**config.mk**
```make
export PLATFORM = sky130hd
export DESIGN_NAME = assembler_token_scanner
export DESIGN_NICKNAME = d
export VERILOG_FILES = /design/src/hdl/ats_pkg.sv /design/src/hdl/ats_classify.sv /design/src/hdl/ats_result_fifo.sv /design/src/hdl/assembler_token_scanner.sv
export SDC_FILE = /design/constraint.sdc
export NUM_CORES = 1
export LEC_CHECK = 0
export ABC_AREA = 1
export BUFFER_PORTS_ARGS = -buffer_cell sky130_fd_sc_hd__buf_2
export CORE_ASPECT_RATIO = 1.4
export CORE_MARGIN = 10
export CORE_UTILIZATION = 43
export CTS_BUF_LIST = sky130_fd_sc_hd__clkbuf_4 sky130_fd_sc_hd__clkbuf_8
export DETAILED_ROUTE_END_ITERATION = 12
export GPL_TIMING_DRIVEN = 0
export PLACE_DENSITY = 0.67
export SLEW_MARGIN = 10
export SYNTH_ARGS = -nofsm -noshare
export SYNTH_HDL_FRONTEND = slang
export SYNTH_SLANG_ARGS = --single-unit
```
**constraint.sdc**
```tcl
create_clock -name clk -period 4.7 [get_ports clk]
set_input_delay 0.705 -clock clk [delete_from_list [all_inputs] [get_ports clk]]
set_output_delay 0.705 -clock clk [all_outputs]
set_load 0.01 [all_outputs]
```
**src/hdl/ats_pkg.sv**
```systemverilog
// Shared types, constants and helpers for the assembler token scanner.
// No dependencies.
package ats_pkg;

    typedef enum logic [1:0] {
        MODE_IDLE   = 2'd0,
        MODE_IDENT  = 2'd1,
        MODE_NUMBER = 2'd2,
        MODE_STRING = 2'd3
    } mode_t;

    localparam logic [4:0] KIND_IDENT      = 5'd0;
    localparam logic [4:0] KIND_NUMBER     = 5'd1;
    localparam logic [4:0] KIND_PUNCT_BASE = 5'd2;
    localparam logic [4:0] KIND_EOT        = 5'd18;

    localparam logic [7:0] CH_NUL        = 8'h00;
    localparam logic [7:0] CH_QUOTE      = 8'h22;
    localparam logic [7:0] CH_UNDERSCORE = 8'h5F;

    localparam int PUNCT_COUNT = 16;

    localparam logic [7:0] PUNCT_BYTES [PUNCT_COUNT] = '{
        8'h21, 8'h40, 8'h23, 8'h24, 8'h25, 8'h5E, 8'h26, 8'h2A,
        8'h28, 8'h29, 8'h2B, 8'h3D, 8'h7B, 8'h7D, 8'h3B, 8'h2C
    };

    // Result queue depth; a byte yields at most two results.
    localparam int FIFO_DEPTH = 4;
    localparam int PTR_W      = $clog2(FIFO_DEPTH);
    localparam int CNT_W      = $clog2(FIFO_DEPTH + 1);

    typedef struct packed {
        logic [4:0] kind;
        logic [7:0] data;
        logic       carries;
        logic       first;
        logic       final_flag;
        logic       last;
    } result_t;

    typedef struct packed {
        logic       hit;
        logic [3:0] idx;
    } punct_t;

    function automatic punct_t punct_lookup(input logic [7:0] b);
        punct_t p;
        p.hit = 1'b0;
        p.idx = '0;
        for (int k = 0; k < PUNCT_COUNT; k++) begin
            if (PUNCT_BYTES[k] == b) begin
                p.hit = 1'b1;
                p.idx = 4'(k);
            end
        end
        return p;
    endfunction

endpackage

```
**src/hdl/ats_classify.sv**
```systemverilog
// Byte classifier: decodes one source byte against the scanner state.
// Depends on ats_pkg.
module ats_classify
    import ats_pkg::*;
(
    input  mode_t      mode,
    input  logic       open_first,
    input  logic [7:0] text_byte,
    output result_t    res0,
    output result_t    res1,
    output logic [1:0] res_count,
    output mode_t      mode_next,
    output logic       open_first_next
);

    logic    is_letter;
    logic    is_digit;
    punct_t  punct;
    result_t marker;
    result_t eot;
    result_t fresh;
    logic    has_fresh;
    logic    has_close;

    assign is_letter = (text_byte >= 8'h41 && text_byte <= 8'h5A)
                    || (text_byte >= 8'h61 && text_byte <= 8'h7A);
    assign is_digit  = (text_byte >= 8'h30 && text_byte <= 8'h39);
    assign punct     = punct_lookup(text_byte);

    always_comb
    begin
        marker = '{kind: (mode == MODE_NUMBER) ? KIND_NUMBER : KIND_IDENT,
                   data: 8'h00, carries: 1'b0, first: open_first,
                   final_flag: 1'b1, last: 1'b0};
        eot    = '{kind: KIND_EOT, data: 8'h00, carries: 1'b0, first: 1'b1,
                   final_flag: 1'b1, last: 1'b0};
    end

    always_comb
    begin
        res0            = '0;
        res1            = '0;
        res_count       = 2'd0;
        mode_next       = mode;
        open_first_next = open_first;
        fresh           = '0;
        has_fresh       = 1'b0;
        has_close       = 1'b0;

        if (mode == MODE_STRING) begin
            if (text_byte == CH_QUOTE) begin
                res0            = marker;
                res_count       = 2'd1;
                mode_next       = MODE_IDLE;
                open_first_next = 1'b0;
            end else if (text_byte == CH_NUL) begin
                res0            = marker;
                res1            = eot;
                res_count       = 2'd2;
                mode_next       = MODE_IDLE;
                open_first_next = 1'b0;
            end else begin
                res0            = '{kind: KIND_IDENT, data: text_byte, carries: 1'b1,
                                    first: open_first, final_flag: 1'b0, last: 1'b0};
                res_count       = 2'd1;
                open_first_next = 1'b0;
            end
        end else if (mode == MODE_IDENT && (is_letter || text_byte == CH_UNDERSCORE)) begin
            res0      = '{kind: KIND_IDENT, data: text_byte, carries: 1'b1,
                          first: 1'b0, final_flag: 1'b0, last: 1'b0};
            res_count = 2'd1;
        end else if (mode == MODE_NUMBER && is_digit) begin
            res0      = '{kind: KIND_NUMBER, data: text_byte, carries: 1'b1,
                          first: 1'b0, final_flag: 1'b0, last: 1'b0};
            res_count = 2'd1;
        end else begin
            // Close any open token, then treat the byte as seen from idle
            has_close       = (mode != MODE_IDLE);
            mode_next       = MODE_IDLE;
            open_first_next = 1'b0;
            if (text_byte == CH_NUL) begin
                fresh     = eot;
                has_fresh = 1'b1;
            end else if (is_letter) begin
                fresh     = '{kind: KIND_IDENT, data: text_byte, carries: 1'b1,
                              first: 1'b1, final_flag: 1'b0, last: 1'b0};
                has_fresh = 1'b1;
                mode_next = MODE_IDENT;
            end else if (is_digit) begin
                fresh     = '{kind: KIND_NUMBER, data: text_byte, carries: 1'b1,
                              first: 1'b1, final_flag: 1'b0, last: 1'b0};
                has_fresh = 1'b1;
                mode_next = MODE_NUMBER;
            end else if (text_byte == CH_QUOTE) begin
                mode_next       = MODE_STRING;
                open_first_next = 1'b1;
            end else if (punct.hit) begin
                fresh     = '{kind: KIND_PUNCT_BASE + {1'b0, punct.idx}, data: text_byte,
                              carries: 1'b1, first: 1'b1, final_flag: 1'b1, last: 1'b0};
                has_fresh = 1'b1;
            end

            if (has_close) begin
                res0      = marker;
                res1      = fresh;
                res_count = has_fresh ? 2'd2 : 2'd1;
            end else begin
                res0      = fresh;
                res_count = has_fresh ? 2'd1 : 2'd0;
            end
        end

        // Flag the final result of this byte
        if (res_count == 2'd2) begin
            res1.last = 1'b1;
        end else begin
            res0.last = 1'b1;
        end
    end

endmodule

```
**src/hdl/ats_result_fifo.sv**
```systemverilog
// Result queue: takes up to two results a cycle, gives one a cycle.
// Depends on ats_pkg.
module ats_result_fifo
    import ats_pkg::*;
(
    input  logic       clk,
    input  logic       rst_n,
    input  logic [1:0] push_count,
    input  result_t    push0,
    input  result_t    push1,
    input  logic       pop,
    output result_t    head,
    output logic       not_empty,
    output logic       room_for_two
);

    result_t            entry_reg [FIFO_DEPTH];
    logic [PTR_W-1:0]   wptr_reg;
    logic [PTR_W-1:0]   wptr_next;
    logic [PTR_W-1:0]   rptr_reg;
    logic [PTR_W-1:0]   rptr_next;
    logic [CNT_W-1:0]   count_reg;
    logic [CNT_W-1:0]   count_next;
    logic               do_pop;
    logic [PTR_W-1:0]   wptr_plus1;

    assign not_empty    = (count_reg != '0);
    assign room_for_two = (count_reg <= CNT_W'(FIFO_DEPTH - 2));
    assign head         = entry_reg[rptr_reg];
    assign do_pop       = pop && not_empty;
    assign wptr_plus1   = wptr_reg + PTR_W'(1);

    always_comb
    begin
        wptr_next  = wptr_reg + PTR_W'(push_count);
        rptr_next  = do_pop ? rptr_reg + PTR_W'(1) : rptr_reg;
        count_next = count_reg + CNT_W'(push_count) - CNT_W'(do_pop);
    end

    always_ff @(posedge clk)
    begin
        if (push_count != 2'd0) begin
            entry_reg[wptr_reg] <= push0;
        end
        if (push_count == 2'd2) begin
            entry_reg[wptr_plus1] <= push1;
        end
    end

    always_ff @(posedge clk or negedge rst_n)
    begin
        if (!rst_n) begin
            wptr_reg  <= '0;
            rptr_reg  <= '0;
            count_reg <= '0;
        end else begin
            wptr_reg  <= wptr_next;
            rptr_reg  <= rptr_next;
            count_reg <= count_next;
        end
    end

    a_count_bound: assert property (@(posedge clk) disable iff (!rst_n)
        count_reg <= CNT_W'(FIFO_DEPTH))
        else $error("result queue count overflow");

    a_ptr_gap: assert property (@(posedge clk) disable iff (!rst_n)
        PTR_W'(wptr_reg - rptr_reg) == PTR_W'(count_reg))
        else $error("result queue pointers disagree with count");

    a_no_push_when_full: assert property (@(posedge clk) disable iff (!rst_n)
        (push_count == 2'd2) |-> (count_reg <= CNT_W'(FIFO_DEPTH - 2)))
        else $error("result queue pushed without room");

endmodule

```
**src/hdl/assembler_token_scanner.sv**
```systemverilog
// Assembler token scanner: one source byte a beat in, token results out.
// Results of an accepted byte are registered in the result queue.
// Throughput: one byte a cycle while the queue has room for two results; a
// byte that closes a token and opens another gives two results, one per pop.
// Reset (rst_n low, asynchronous): scanner idle, no open token, queue empty.
// Depends on ats_pkg, ats_classify and ats_result_fifo.
module assembler_token_scanner
    import ats_pkg::*;
(
    input  logic       clk,
    input  logic       rst_n,
    input  logic       text_valid,
    output logic       text_ready,
    input  logic [7:0] text_byte,
    output logic       token_valid,
    input  logic       token_ready,
    output logic [4:0] token_kind,
    output logic [7:0] token_byte,
    output logic       carries_byte,
    output logic       token_first,
    output logic       token_final,
    output logic       run_last
);

    // Scanner state: what token is open and whether its first result is due
    mode_t      mode_reg;
    mode_t      mode_next;
    logic       open_first_reg;
    logic       open_first_next;

    result_t    res0;
    result_t    res1;
    logic [1:0] res_count;
    logic [1:0] push_count;
    logic       text_beat;
    result_t    head;

    // Take a byte only when the queue can hold both results it may cause
    assign text_beat  = text_valid && text_ready;
    assign push_count = text_beat ? res_count : 2'd0;

    ats_classify u_classify (
        .mode            (mode_reg),
        .open_first      (open_first_reg),
        .text_byte       (text_byte),
        .res0            (res0),
        .res1            (res1),
        .res_count       (res_count),
        .mode_next       (mode_next),
        .open_first_next (open_first_next)
    );

    // The queue entries are the result register; the head drives the port
    ats_result_fifo u_fifo (
        .clk          (clk),
        .rst_n        (rst_n),
        .push_count   (push_count),
        .push0        (res0),
        .push1        (res1),
        .pop          (token_ready),
        .head         (head),
        .not_empty    (token_valid),
        .room_for_two (text_ready)
    );

    assign token_kind   = head.kind;
    assign token_byte   = head.data;
    assign carries_byte = head.carries;
    assign token_first  = head.first;
    assign token_final  = head.final_flag;
    assign run_last     = head.last;

    // Advance the scanner state only on an accepted beat
    always_ff @(posedge clk or negedge rst_n)
    begin
        if (!rst_n) begin
            mode_reg       <= MODE_IDLE;
            open_first_reg <= 1'b0;
        end else if (text_beat) begin
            mode_reg       <= mode_next;
            open_first_reg <= open_first_next;
        end
    end

    a_hold_without_beat: assert property (@(posedge clk) disable iff (!rst_n)
        !text_beat |=> ($stable(mode_reg) && $stable(open_first_reg)))
        else $error("scanner state moved without an input beat");

    a_first_only_in_string: assert property (@(posedge clk) disable iff (!rst_n)
        (mode_reg != MODE_STRING) |-> !open_first_reg)
        else $error("pending first flag outside a string");

    a_end_returns_idle: assert property (@(posedge clk) disable iff (!rst_n)
        (text_beat && text_byte == CH_NUL) |=> (mode_reg == MODE_IDLE))
        else $error("end of text did not return scanner to idle");

    a_continue_one_result: assert property (@(posedge clk) disable iff (!rst_n)
        (text_beat && mode_reg == MODE_NUMBER && text_byte >= 8'h30 && text_byte <= 8'h39)
        |-> (res_count == 2'd1 && res0.kind == KIND_NUMBER))
        else $error("digit inside a number did not give one number result");

endmodule
```
==> metrics.md <==
| Metric | Value |
|---|---|
| Status | `finished clean` |
| Root Buffer | `clkbuf_8` |
| Die Span X | `110 µm` |
| CTS Buf Count | `9` |
| HPWL Detailed | `10.1 mm` |
| Leak Pwr | `2.35 nW` |
| Post-CTS resize count | `0` |
| Top cell type's share of synthesized area | `42.2%` |
| Vias/cell | `5.34` |
| Initial antenna violation count | `0` |
| Mean post-synth cell area | `7.89 µm²` |
| Drc violations | `0` |
| Max incr delay on CP | `0.69 ns` |
| Prevailing post-synth register cell | `edfxtp_1` |
| Final setup vio count | `0` |
| Vert. Die Dim | `146 µm` |
| Finished Cell Area | `5330 µm²` |
| P per Cell Area | `511 nW/µm²` |
| CTS Sinks | `78` |
| Share of flip-flops with an asynchronous set or reset | `12.8%` |
| CP Launch Type | `input port` |
| Vias | `4275` |
| Min-Delay Path Class | `input port to async pin` |
| First-pass GRT wire length | `20.8 mm` |
| Max VDD drop | `183 µV` |
| Ratio of cells with drive above 1 in the final layout | `15.0%` |
| Max clock buf depth | `2` |
| Post-CTS setup buffers | `0` |
| Worst-path clk slew | `0.09 ns` |
| CORE AREA | `10900 µm²` |
| Max FFs per register | `68` |
| Drt first pass iters | `5` |
| Worst-margin pin slew | `0.914 ns` |
| Cells after synthesis | `613` |
| Synth area leaders | `edfxtp_1 (42%), nand2_1 (18%), nor2_1 (5.5%), dfrtp_1 (5.2%), o21ai_0 (4.4%)` |
| Layout Skew | `0.0143 ns` |
| Syn_nets | `632` |
| H-tree depth | `3` |
| Nets | `673` |
| Max Clk Rate | `260 MHz` |
| Final GP Congestion | `0.904` |
| Placement Rows | `45` |
| Crit end category | `flip-flop` |
| Antenna Nets Post-Route | `0` |
| Area Growth Syn to Fin | `10.2%` |
| Crit-path max FO | `17` |
| Initial Utilization | `44.3%` |
| IO Pins | `31` |
| Port bufs | `30` |
| Syn. warnings | `0` |
| Max cap viols | `0` |
| Number of diodes | `0` |
| RSZ-0062 raised after global routing | `false` |
| Post-synthesis cell type count | `33` |
| Final Util | `48.8%` |
| Slowest library cell on the worst path | `nand2_1` |
| Post-synth EDFFs | `68` |
| Routed wire length | `13.5 mm` |
| Crit path kind | `input port to flip-flop` |
| Pins over their slew limit | `0` |
| Avg WL per Cell | `16.9 µm` |
| Insertion delay to the later sink of the worst-skew pair | `0.36 ns` |
| Critical Path AT | `3.82 ns` |
| Top cell by count, worst path | `nand2_1` |
| Post-Route Setup TNS | `0 ns` |
| CTS Hold Bufs | `0` |
| Crit share post-route | `81.7%` |
| Flops & latches, synth | `78` |
| Endpoints failing hold | `0` |
| Pin count of the biggest net entering global routing | `18` |
| Synth area leader | `edfxtp_1` |
| DIE AREA | `16000 µm²` |
| CTS tree | `built` |
| Rel. slew slack | `38.9%` |
| Gr ovfl total | `0` |
| CP required | `4.68 ns` |
| Initial drt markers | `286` |
| CP cell instances | `buf_2 -> inv_1 -> nand2_1 -> nor2_4 -> nand2_1 -> nand2_1 -> nor2_2 -> nand2_2 -> nor2_4 -> nand3_1 -> ha_1 -> nor2_1 -> nand3_2 -> nand2_2 -> nand4_1 -> buf_2 -> nand2_1` |
| Post-synthesis sequential area ratio | `47.4%` |
| Synth Cell Area | `4840 µm²` |
| Cell Area, Placed | `5160 µm²` |
| Overall routing resource usage | `16.9%` |
| Vias in the first global route | `4162` |
| Post-route minimum period | `3.84 ns` |
power by group:
group | switching, W | total [W] | internal (W)
combinational | 0.000896 | 0.00129 | 0.000398
sequential | 0.0000616 | 0.000985 | 0.000924
clock | 0.000250 | 0.000445 | 0.000196
total | 0.00121 | 0.00273 | 0.00152
cell usage after synthesis (2+ instances only):
cell type,n
a21oi_1,13
nand3_1,19
dfrtp_1,10
ha_1,6
nor2_4,13
edfxtp_1,68
clkbuf_1,8
buf_6,5
o21ai_1,17
nor2_2,3
nor2_1,71
nand2_1,228
nand3_4,2
inv_1,37
nand2_2,13
nand3b_1,2
xor2_1,3
xnor2_1,3
nand4_1,9
o22ai_1,17
nand3_2,2
buf_2,7
o21ai_0,43
inv_2,5
final cells by class:
type | count | area, µm²
Clock inverter | 6 | 37.5
Clock buffer | 10 | 131
Sequential cell | 78 | 2290
Timing Repair Buffer | 30 | 150
Fill cell | 1107 | 5590
Inverter | 42 | 158
Buffer | 22 | 133
Tap cell | 141 | 176
Multi-Input combinational cell | 471 | 2260
cell families after synthesis:
group | synth area share [%]
buffers and inverters | 6.00
AND/OR/NAND/NOR | 33.7
flip-flops | 47.4
adder cells (fa/ha/maj) | 1.97
XOR/XNOR | 1.09
AO/OA/AOI/OAI | 9.90
critical path, delay by kind of cell:
| kind | cells | cell delay, ns |
|---|---|---|
| fa+ha+maj | 1 | 0.31 |
| simple gates | 13 | 2.33 |
| buf+inv | 3 | 0.47 |
placed cells by master (no fill, tap or decap), drive strengths merged, types with 6 or more instances in the layout:
cell type and instances:
a21oi 13, buf 44, clkbuf 18, dfrtp 10, edfxtp 68, ha 6
inv 43, nand2 242, nand3 23, nand4 9, nor2 87, o21ai 60
o22ai 17
metrics by stage:
stage               std cells  hold slack [ns]  setup WS [ns]  power [W]
finish                    800            0.207          0.860    0.00273
global route              800            0.217          0.572    0.00293
CTS                       800            0.203          0.864    0.00274
detailed placement        784            0.562          0.497    0.00230
global placement          784            0.564          0.546    0.00226
floorplan                 613            0.409           1.32    0.00185
per-layer routing:
metal,global-route usage [%],up-vias,wire [µm]
li1,-,2106,-
met2,29.9,141,7090
met5,0,-,0
met4,8.16,0,403
met1,18.8,2002,5270
met3,2.70,26,730
final timing paths:
check	from	end	slack [ns]	depth (start not counted)
worst min register to register	open_first_reg$_DFFE_PN0P_	open_first_reg$_DFFE_PN0P_	0.57	2
max in group asynchronous	rst_n	mode_reg[1]$_DFFE_PN0P_	4.26	1
min in group clk	open_first_reg$_DFFE_PN0P_	open_first_reg$_DFFE_PN0P_	0.57	2
worst max register to register	mode_reg[1]$_DFFE_PN0P_	u_fifo.entry_reg[2][13]$_DFFE_PP_	1.41	9
worst min-delay path	rst_n	u_fifo.count_reg[2]$_DFF_PN0_	0.21	1
worst max-delay path	text_byte[6]	u_fifo.entry_reg[2][13]$_DFFE_PP_	0.86	17
Power figures use the tool's default switching activity.
